$ cat config.mk
export PLATFORM = sky130hd
export DESIGN_NAME = onewire_rom_search_step
export DESIGN_NICKNAME = d
export VERILOG_FILES = /design/src/design/ors_pkg.sv /design/src/design/ors_crc8_ser.sv /design/src/design/onewire_rom_search_step.sv
export SDC_FILE = /design/constraint.sdc
export NUM_CORES = 1
export LEC_CHECK = 0
export ABC_AREA = 1
export ABC_CLOCK_PERIOD_IN_PS = 11800
export BUFFER_PORTS_ARGS = -buffer_cell sky130_fd_sc_hd__buf_2
export CAP_MARGIN = 30
export CORE_MARGIN = 2
export CORE_UTILIZATION = 49
export CTS_CLUSTER_DIAMETER = 120
export DETAILED_ROUTE_END_ITERATION = 10
export PLACE_DENSITY = 0.65
export SETUP_SLACK_MARGIN = 0.15
export SLEW_MARGIN = 20
export SYNTH_ARGS = -nofsm -noshare
export SYNTH_HDL_FRONTEND = slang
export SYNTH_SLANG_ARGS = --single-unit
$ cat constraint.sdc
create_clock -name clk -period 11.8 [get_ports clk]
set_input_delay 2.95 -clock clk [delete_from_list [all_inputs] [get_ports clk]]
set_output_delay 2.95 -clock clk [all_outputs]
set_load 0.05 [all_outputs]
$ cat src/design/ors_pkg.sv
// ----------------------------------------------------------------------------
// ors_pkg - shared codes for the 1-Wire ROM search step
// Request actions, result kinds, status codes and CRC-8 constants.
// ----------------------------------------------------------------------------
`default_nettype none

package ors_pkg;

  // Input actions
  localparam logic [1:0] ACT_BEGIN   = 2'd0;
  localparam logic [1:0] ACT_RESP    = 2'd1;
  localparam logic [1:0] ACT_RESTART = 2'd2;

  // Result kinds
  localparam logic [1:0] KIND_REQ    = 2'd0;
  localparam logic [1:0] KIND_ROM    = 2'd1;
  localparam logic [1:0] KIND_STATUS = 2'd2;

  // Status codes
  localparam logic [1:0] ST_MORE     = 2'd0;
  localparam logic [1:0] ST_LAST     = 2'd1;
  localparam logic [1:0] ST_ERROR    = 2'd2;
  localparam logic [1:0] ST_FINISHED = 2'd3;

  // Dallas CRC-8, reflected polynomial
  localparam logic [7:0] CRC8_POLY   = 8'h8C;

  // Discrepancy value that marks a broken search
  localparam logic [6:0] DISC_BROKEN = 7'd63;

endpackage

`default_nettype wire

$ cat src/design/ors_crc8_ser.sv
// ----------------------------------------------------------------------------
// ors_crc8_ser - bit-serial Dallas CRC-8
// Takes one ROM bit per enabled cycle, LSB of byte 0 first.
// ----------------------------------------------------------------------------
`default_nettype none

module ors_crc8_ser
  import ors_pkg::*;
(
  input  wire logic       clk,
  input  wire logic       clr,
  input  wire logic       en,
  input  wire logic       din,
  output logic [7:0]      crc
);

  logic       fb;
  logic [7:0] crc_next;

  assign fb       = crc[0] ^ din;
  assign crc_next = fb ? ({1'b0, crc[7:1]} ^ CRC8_POLY) : {1'b0, crc[7:1]};

  always_ff @(posedge clk) begin
    if (clr) begin
      crc <= 8'd0;
    end else if (en) begin
      crc <= crc_next;
    end
  end

endmodule

`default_nettype wire

$ cat src/design/onewire_rom_search_step.sv
// ----------------------------------------------------------------------------
// onewire_rom_search_step - one pass of the 1-Wire ROM search
// Builds accelerator request bytes from the kept search state, decodes the
// response bytes two bits per cycle and emits the found ROM.
// ----------------------------------------------------------------------------
//  channel  dir  handshake           payload
//  s_*      in   s_tvalid/s_tready   tuser=action, tdata=response_byte
//  m_*      out  m_tvalid/m_tready   tuser=kind, tdata=byte/status/fam, tlast
//
//  Begin: a finished status if the last device was found; else request bytes
//  built one ROM bit per cycle through the rotating previous-ROM register,
//  four bits per byte, pausing at each of the 16 bytes' output handshakes.
//  Response byte: decoded one bit pair per cycle; the sixteenth adds a
//  check step, then 8 ROM bytes or one status item.
//  Reset clears the search state and the response count at once.
//  A stalled output holds the block; no new request is taken meanwhile.
// ----------------------------------------------------------------------------
`default_nettype none

module onewire_rom_search_step
  import ors_pkg::*;
(
  input  wire logic        clk,
  input  wire logic        rst,
  input  wire logic        s_tvalid,
  output logic             s_tready,
  input  wire logic [7:0]  s_tdata,   // [7:0] response_byte
  input  wire logic [1:0]  s_tuser,   // [1:0] action
  output logic             m_tvalid,
  input  wire logic        m_tready,
  output logic [15:0]      m_tdata,   // [7:0] data_byte, [9:8] status,
                                      // [13:10] family_discrepancy, [15:14] 0
  output logic [1:0]       m_tuser,   // [1:0] kind
  output logic             m_tlast
);

  typedef enum logic [6:0] {
    S_IDLE     = 7'b0000001,
    S_PAIR     = 7'b0000010,
    S_CHECK    = 7'b0000100,
    S_REQ      = 7'b0001000,
    S_REQ_OUT  = 7'b0010000,
    S_ROM_OUT  = 7'b0100000,
    S_STAT_OUT = 7'b1000000
  } state_t;

  state_t      state;

  // search state
  logic [63:0] prev_rom;
  logic [6:0]  ld;
  logic [3:0]  lfd;
  logic        ldf;
  logic [3:0]  cnt;

  // pass accumulators
  logic [7:0]  resp_sr;
  logic [1:0]  pair;
  logic [63:0] rom_acc;
  logic [6:0]  newest;
  logic [3:0]  fam_acc;
  logic        fam_hit;
  logic [7:0]  crc;

  // request builder
  logic [5:0]  bidx;
  logic [7:0]  req_sr;
  logic [2:0]  rom_idx;

  // output register
  logic        out_valid;
  logic [1:0]  out_kind;
  logic [7:0]  out_data;
  logic [1:0]  out_status;
  logic [3:0]  out_fd;
  logic        out_last;

  logic        s_acc;
  logic        m_acc;
  logic        flag;
  logic        path;
  logic [5:0]  pidx;
  logic [6:0]  pidx1;
  logic [6:0]  bidx1;
  logic        req_bit;
  logic [7:0]  req_next;
  logic [3:0]  fam_new;
  logic        pass_err;
  logic        crc_clr;
  logic        ldf_new;

  assign s_tready = (state == S_IDLE);
  assign s_acc    = s_tvalid && s_tready;
  assign m_acc    = out_valid && m_tready;

  assign m_tvalid = out_valid;
  assign m_tuser  = out_kind;
  assign m_tdata  = {2'b00, out_fd, out_status, out_data};
  assign m_tlast  = out_last;

  assign flag  = resp_sr[0];
  assign path  = resp_sr[1];
  assign pidx  = {cnt, pair};
  assign pidx1 = {1'b0, pidx} + 7'd1;

  assign bidx1    = {1'b0, bidx} + 7'd1;
  assign req_bit  = (ld != 7'd0) && ((bidx1 < ld) ? prev_rom[0] : (bidx1 == ld));
  assign req_next = {req_bit, 1'b0, req_sr[7:2]};

  assign fam_new  = fam_hit ? fam_acc : lfd;
  assign pass_err = (crc != 8'd0) || (ld == DISC_BROKEN) || (rom_acc[7:0] == 8'd0);
  // a pass without a begin keeps an earlier last-device mark
  assign ldf_new  = ldf || (newest == 7'd0);

  assign crc_clr  = s_acc && (s_tuser == ACT_RESP) && (cnt == 4'd0);

  ors_crc8_ser u_crc (
    .clk (clk),
    .clr (crc_clr),
    .en  (state == S_PAIR),
    .din (path),
    .crc (crc)
  );

  always_ff @(posedge clk) begin
    if (rst) begin
      state     <= S_IDLE;
      prev_rom  <= 64'd0;
      ld        <= 7'd0;
      lfd       <= 4'd0;
      ldf       <= 1'b0;
      cnt       <= 4'd0;
      out_valid <= 1'b0;
    end else begin
      unique case (state)
        S_IDLE: begin
          if (s_acc) begin
            case (s_tuser)
              ACT_BEGIN: begin
                cnt <= 4'd0;
                if (ldf) begin
                  ld         <= 7'd0;
                  lfd        <= 4'd0;
                  ldf        <= 1'b0;
                  out_valid  <= 1'b1;
                  out_kind   <= KIND_STATUS;
                  out_data   <= 8'd0;
                  out_status <= ST_FINISHED;
                  out_fd     <= 4'd0;
                  out_last   <= 1'b1;
                  state      <= S_STAT_OUT;
                end else begin
                  bidx  <= 6'd0;
                  state <= S_REQ;
                end
              end
              ACT_RESP: begin
                resp_sr <= s_tdata;
                pair    <= 2'd0;
                if (cnt == 4'd0) begin
                  newest  <= 7'd0;
                  fam_hit <= 1'b0;
                end
                state <= S_PAIR;
              end
              ACT_RESTART: begin
                ld  <= 7'd0;
                lfd <= 4'd0;
                ldf <= 1'b0;
                cnt <= 4'd0;
              end
              default: ;
            endcase
          end
        end
        S_PAIR: begin
          // path bit is the ROM bit; flag set with path clear is a discrepancy
          rom_acc <= {path, rom_acc[63:1]};
          resp_sr <= {2'b00, resp_sr[7:2]};
          if (flag && !path) begin
            newest <= pidx1;
            if (pidx[5:3] == 3'd0) begin
              fam_acc <= pidx1[3:0];
              fam_hit <= 1'b1;
            end
          end
          pair <= pair + 2'd1;
          if (pair == 2'd3) begin
            cnt <= cnt + 4'd1;
            state <= (cnt == 4'd15) ? S_CHECK : S_IDLE;
          end
        end
        S_CHECK: begin
          out_valid <= 1'b1;
          if (pass_err) begin
            ld         <= 7'd0;
            lfd        <= 4'd0;
            ldf        <= 1'b0;
            out_kind   <= KIND_STATUS;
            out_data   <= 8'd0;
            out_status <= ST_ERROR;
            out_fd     <= 4'd0;
            out_last   <= 1'b1;
            state      <= S_STAT_OUT;
          end else begin
            ld         <= newest;
            lfd        <= fam_new;
            ldf        <= ldf_new;
            prev_rom   <= rom_acc;
            out_kind   <= KIND_ROM;
            out_data   <= rom_acc[7:0];
            out_status <= ldf_new ? ST_LAST : ST_MORE;
            out_fd     <= fam_new;
            out_last   <= 1'b0;
            rom_idx    <= 3'd0;
            state      <= S_ROM_OUT;
          end
        end
        S_REQ: begin
          // rotate the previous ROM one bit a cycle, pausing at each output byte; 64 rotations bring it home
          req_sr   <= req_next;
          prev_rom <= {prev_rom[0], prev_rom[63:1]};
          bidx     <= bidx + 6'd1;
          if (bidx[1:0] == 2'd3) begin
            out_valid  <= 1'b1;
            out_kind   <= KIND_REQ;
            out_data   <= req_next;
            out_status <= ST_MORE;
            out_fd     <= 4'd0;
            out_last   <= (bidx[5:2] == 4'd15);
            state      <= S_REQ_OUT;
          end
        end
        S_REQ_OUT: begin
          if (m_acc) begin
            out_valid <= 1'b0;
            state     <= out_last ? S_IDLE : S_REQ;
          end
        end
        S_ROM_OUT: begin
          if (m_acc) begin
            // eight byte rotations restore the kept ROM
            prev_rom <= {prev_rom[7:0], prev_rom[63:8]};
            out_data <= prev_rom[15:8];
            rom_idx  <= rom_idx + 3'd1;
            out_last <= (rom_idx == 3'd6);
            if (rom_idx == 3'd7) begin
              out_valid <= 1'b0;
              state     <= S_IDLE;
            end
          end
        end
        S_STAT_OUT: begin
          if (m_acc) begin
            out_valid <= 1'b0;
            state     <= S_IDLE;
          end
        end
        default: state <= S_IDLE;
      endcase
    end
  end

`ifndef NO_ASSERTIONS
  a_idle_no_pending: assert property (@(posedge clk) disable iff (rst)
    s_tready |-> !m_tvalid)
    else $error("input taken while a result is pending");

  a_status_last: assert property (@(posedge clk) disable iff (rst)
    (m_tvalid && (m_tuser == KIND_STATUS)) |-> m_tlast)
    else $error("status item not marked last");

  a_req_clean: assert property (@(posedge clk) disable iff (rst)
    (m_tvalid && (m_tuser == KIND_REQ)) |-> (m_tdata[13:8] == 6'd0))
    else $error("request item carries status or family bits");

  a_rom_status: assert property (@(posedge clk) disable iff (rst)
    (m_tvalid && (m_tuser == KIND_ROM)) |-> !m_tdata[9])
    else $error("ROM item with error or finished status");

  a_check_to_out: assert property (@(posedge clk) disable iff (rst)
    (state == S_CHECK) |=> m_tvalid)
    else $error("pass check produced no result");
`endif

endmodule

`default_nettype wire

## After elaboration in Yosys (flattened, before gate mapping)

Index checks and enable logic that the tools add are counted.

- Register bits after elaboration: 212
- Input port bits: 14
- Output and inout port bits: 21
- Logic and storage cells: 208

- Add/subtract/negate cells: 6
- Order comparisons: 1
- Eq/ne operators: 37
- Muxes and demuxes: 96
- Bitwise logic cells: 3
- Reductions and logical operators: 43

Operator list:

| operator | number |
|---|---|
| case mux 64 bit (3 select lines) | 1 |
| two-way mux 64 bit | 2 |
| two-way mux 7 bit | 16 |
| two-way mux 8 bit | 9 |
| case mux 7 bit (2 select lines) | 4 |
| case mux 7 bit (7 select lines) | 1 |
| two-way mux 4 bit | 11 |
| case mux 8 bit (4 select lines) | 1 |
| case mux 4 bit (2 select lines) | 3 |
| two-way mux 2 bit | 11 |
| inequality test 2 bit, second input constant | 11 |
| two-way mux 1 bit | 20 |
| AND reduction 4 bit | 5 |
| two-way mux 6 bit | 3 |
| case mux 8 bit (2 select lines) | 1 |
| AND reduction 8 bit | 2 |
| adder 6 x 1 -> 7 bit, second input constant | 2 |
| == test 7 x 6 -> 1 bit, second input constant | 2 |
| AND reduction 7 bit | 2 |
| inequality test 2 x 1 -> 1 bit, second input constant | 6 |
| case mux 2 bit (3 select lines) | 2 |
| case mux 4 bit (3 select lines) | 1 |
| case mux 6 bit (2 select lines) | 1 |
| AND reduction 6 bit | 2 |
| 45 further kinds | 67 |

## Longest topological paths before layout

- Depth after elaboration: 6
- Gate-level depth with buffers: 15

## Cells and area by module

Synthesis repeated with hierarchy kept, for this count alone.

- Cells, all modules: 1207
- Area, all modules: 9915.8 um^2

By module, submodules not included:

| module | times used | cells each | area each (um^2) | seq. area each (um^2) |
|---|---|---|---|---|
| onewire_rom_search_step | 1 | 1153 | 9506.6 | 5185.0 |
| ors_crc8_ser | 1 | 54 | 409.1 | 160.2 |

## Least setup slack after synthesis

No wires, ideal clock.

- Kind: input port to flip-flop
- Start point: input port rst
- End point: register rom_acc[0], enable pin
- Setup time: 0.487 ns
- Arrival time: 5.843 ns
- Data required time: 11.313 ns
- Setup slack: 5.470 ns
- Stages on the path: 2
- Buffers on the path: 1
- Cells stage by stage: clkbuf_1 > nor2_1

- Cells in the longest elaborated chain, start to end: 2

Ends and longest elaborated chain:

| element | RTL line | source |
|---|---|---|
| from (decl) | onewire_rom_search_step.sv:24 | `input wire logic rst,` |
| NOT 1 bit (no line) | -- |  |
| AND reduction 2 bit (no line) | -- |  |
| to (signal assigned) | onewire_rom_search_step.sv:178 | `rom_acc <= {path, rom_acc[63:1]};` |
| to (decl) | onewire_rom_search_step.sv:59 | `logic [63:0] rom_acc;` |

No other way between the ends.
A chain may end at the register's enable or synchronous reset.

## Worst setup path in the final report

- Start point: register state[0]
- End point: output port s_tready

- Cells in the longest elaborated chain, start to end: 1

Ends and longest elaborated chain:

| element | RTL line | source |
|---|---|---|
| from (decl) | onewire_rom_search_step.sv:47 | `state_t state;` |
| from (signal assigned) | onewire_rom_search_step.sv:190 | `state <= (cnt == 4'd15) ? S_CHECK : S_IDLE;` |
| from (signal assigned) | onewire_rom_search_step.sv:237 | `state <= out_last ? S_IDLE : S_REQ;` |
| == test 7 x 1 -> 1 bit | onewire_rom_search_step.sv:92 | `assign s_tready = (state == S_IDLE);` |
| to (decl) | onewire_rom_search_step.sv:26 | `output logic s_tready,` |

No other way between the ends.

==> summary.txt <==
Status - finished, final reports clean
Crit path time final - 5.10 ns
GR Overflow Total - 0
Clock skew - 0.0167 ns
Met1 Use GR - 32.5%
Largest net degree at the start of global routing - 103
PD cells - 206 nW/um2
Most common cell after layout, fill and taps aside - nand2_1
DRT Wirelength - 22.5 mm
DP HPWL - 14.1 mm
Worst VDD drop - 0.000194 V
Post-CTS Setup Bufs - 0
Post_cts resized - 0
Core Box Area - 19700 um2
RR Startpoint - state[2]$_SDFFE_PP0P_
Post-Place Worst Slack - 6.88 ns
Die ar. - 21300 um2
Class of the most critical setup path - flop to output pin
Leakage - 4.72 nW
Fillers - 1858
Multi-input logic area - 3740 um2
Final worst slack - 6.70 ns
Register area - 5350 um2
H-tree depth - 1
Setup TNS - 0 ns
Wire per inst - 14.9 um
Vias per cell - 5.13
CTS Buf Count - 24
Post-Synthesis Cells - 1215
Syn. warnings - 0
CTS tree - done
Synth Cell Area - 9900 um2
Most frequent cell on the critical path - nor2_1
Ports - 35
Worst path bufs/invs - 2
Setup crit end kind - output pin
Longest Clk Path Bufs - 3
Max Fclk - 196 MHz
Hold Startpoint - req_sr[5]$_DFFE_PP_
Number of synthesized register bits - 210
Critical Path AT - 2.15 ns
Critical Path Fanout Max - 11
Max-Cap Viols - 0
CP cell instances - inv_1 > nor2_1 > nand2_1 > nor2_1 > buf_2
Final ANT Viol Nets - 0
Iter 0 DRT Violations - 617
Hold buffers post-CTS - 0
Sinks on Clock Net - 210
Vias - 7731
CP delay by family, top - simple AND/OR/NAND/NOR gates
Area growth syn-to-layout - 10.9%
Slew HR - 37.7%
Chip Width - 146 um
Avg Inst Size Synth - 8.14 um2
Initial antenna violation count - 0
Register area share after synthesis - 54.0%
Nets - 1251
Most used routing layer in global routing - met1
Setup-failing EPs final - 0
# port buffers - 32
Clk slew on worst S/H paths - 0.07 ns
CP required - 8.85 ns
Layout cells sized above 1 - 8.14%
Rows - 51
Initial Util - 50.4%
RSZ-0062 raised after global routing - no
R2R Setup Slk - 8.73 ns
Least-Margin Pin Slew - 0.933 ns
Commonest non-fill, non-tap cells in the layout - 399 x nand2_1, 195 x nor2_1, 119 x inv_1, 114 x edfxtp_1, 96 x dfxtp_1
Total track usage - 21.0%
Vias in the first global route - 7218
Critical path launch point type - flop
Hold endpoint - req_sr[3]$_DFFE_PP_
HP Class - flop to flop
Met2 usage - 30.6%
Clock root cell - clkbuf_16
RR Endpoint - prev_rom[38]$_SDFFE_PP0P_
Final number of hold-violating endpoints - 0
Unique masters post-synth - 36
Die height - 146 um
Clock latency on the worst-skew pair - 0.52 ns
GP Congestion - 0.845
R2R cell count - 10
First-pass GRT wire length - 36.7 mm
Global routing usage on met3 - 3.34%
CP max-delay cell - nor2_1
Hold Path Depth - 0
Ant. Diodes - 0
Final cycle utilization of the critical path - 43.2%
DRT Pass-1 Iters - 5
Largest stage delay, worst path - 0.62 ns
Slew Limit Fails - 0
Final Util - 55.9%
DRC violations left - 0
[synthesized netlist by cell type, drive strengths merged]
master,n,area share (%)
a21oi,30,1.5
ha,14,1.8
o21a,1,0.076
nand4,10,0.63
inv,126,4.8
nor4,1,0.063
o2111ai,1,0.089
nand3b,1,0.076
clkbuf,21,0.80
nor2,200,7.8
o31ai,1,0.076
nand3,49,2.5
o21ai,15,0.76
nor3,12,0.61
nand2,404,16
clkinv,2,0.076
buf,39,2.8
and3,1,0.063
xnor2,3,0.27
edfxtp,114,35
or3,1,0.063
xor2,6,0.53
conb,1,0.038
o2111a,1,0.11
o211ai,65,4.9
dfxtp,96,19
[state kept, by name, indices dropped and copies added (netlist names), 3 cells and up]
| register | cells |
|---|---|
| rom_acc | 64 |
| resp_sr | 8 |
| ld | 7 |
| rom_idx | 3 |
| u_crc.crc | 8 |
| prev_rom | 64 |
| req_sr | 3 |
| fam_acc | 4 |
| bidx | 6 |
| state | 7 |
| newest | 7 |
| lfd | 4 |
| out_fd | 4 |
| out_data | 8 |
| cnt | 4 |
[power by group]
| part | internal [mW] | switching (mW) | total, mW |
|---|---|---|---|
| sequential | 0.867 | 0.0470 | 0.914 |
| clock | 0.475 | 0.298 | 0.774 |
| combinational | 0.149 | 0.422 | 0.572 |
| total | 1.49 | 0.768 | 2.26 |
[logic make-up after synthesis]
kind of cell	after synthesis	synth area share, %
and+or+nand+nor	679	27.4
DFF	210	54.0
buffers and inverters	188	8.45
AOI/OAI and AO/OA	114	7.56
adders and majority gates	14	1.77
xor gates and xnor gates	9	0.797
other	1	0.0379
[per-layer routing]
layer | share of wire [%] | routed length, um | up-vias
li1 | - | - | 3915
met1 | 51 | 11400 | 3610
met2 | 42 | 9420 | 168
met3 | 5.2 | 1170 | 38
met4 | 2.1 | 474 | 0
met5 | 0 | 0 | -
[how the worst max path moves through the flow]
stage / cells after the start / end / slack [ns] / startpoint
2_1_floorplan: 2 / rom_acc[0]$_DFFE_PP_ / 5.47 / rst
3_3_place_gp: 8 / prev_rom[35]$_SDFFE_PP0P_ / 6.92 / m_tready
4_1_cts: 5 / s_tready / 6.70 / state[0]$_SDFFE_PP1P_
6_report: 5 / s_tready / 6.70 / state[0]$_SDFFE_PP1P_
3_5_place_dp: 8 / prev_rom[23]$_SDFFE_PP0P_ / 6.88 / m_tready
5_1_grt: 5 / s_tready / 6.60 / state[0]$_SDFFE_PP1P_
[layout make-up]
class	instances	area share, %
inverters	128	4.38
multi-input cells	818	34.1
clock buffers	31	6.27
flip-flops and latches	210	48.7
clock inverters	13	1.29
well taps	265	3.02
repair buffers	41	2.30
[worst register-to-register path: stages, from the launching register on]
cell and delay [ns]:
dfxtp_1 0.32, nor2_1 0.16, nand2_2 0.14, nor2_4 0.73, nand2_1 0.30, nand3_4 0.36, buf_4 0.37, buf_16 0.32
nand2_1 0.14, nand2_1 0.08, nor2_1 0.05
[stage by stage]
stage / power (mW) / cell area, um2 / cells / hold WS, ns
6_report: 2.26 / 11000 / 1506 / 0.445
5_1_grt: 2.38 / 11000 / 1506 / 0.451
4_1_cts: 2.26 / 10900 / 1503 / 0.447
3_5_place_dp: 1.49 / 10100 / 1459 / 0.433
3_3_place_gp: 1.48 / 10100 / 1458 / 0.429
2_1_floorplan: 1.36 / 9900 / 1216 / 0.427
(Power assumes the default switching activity.)
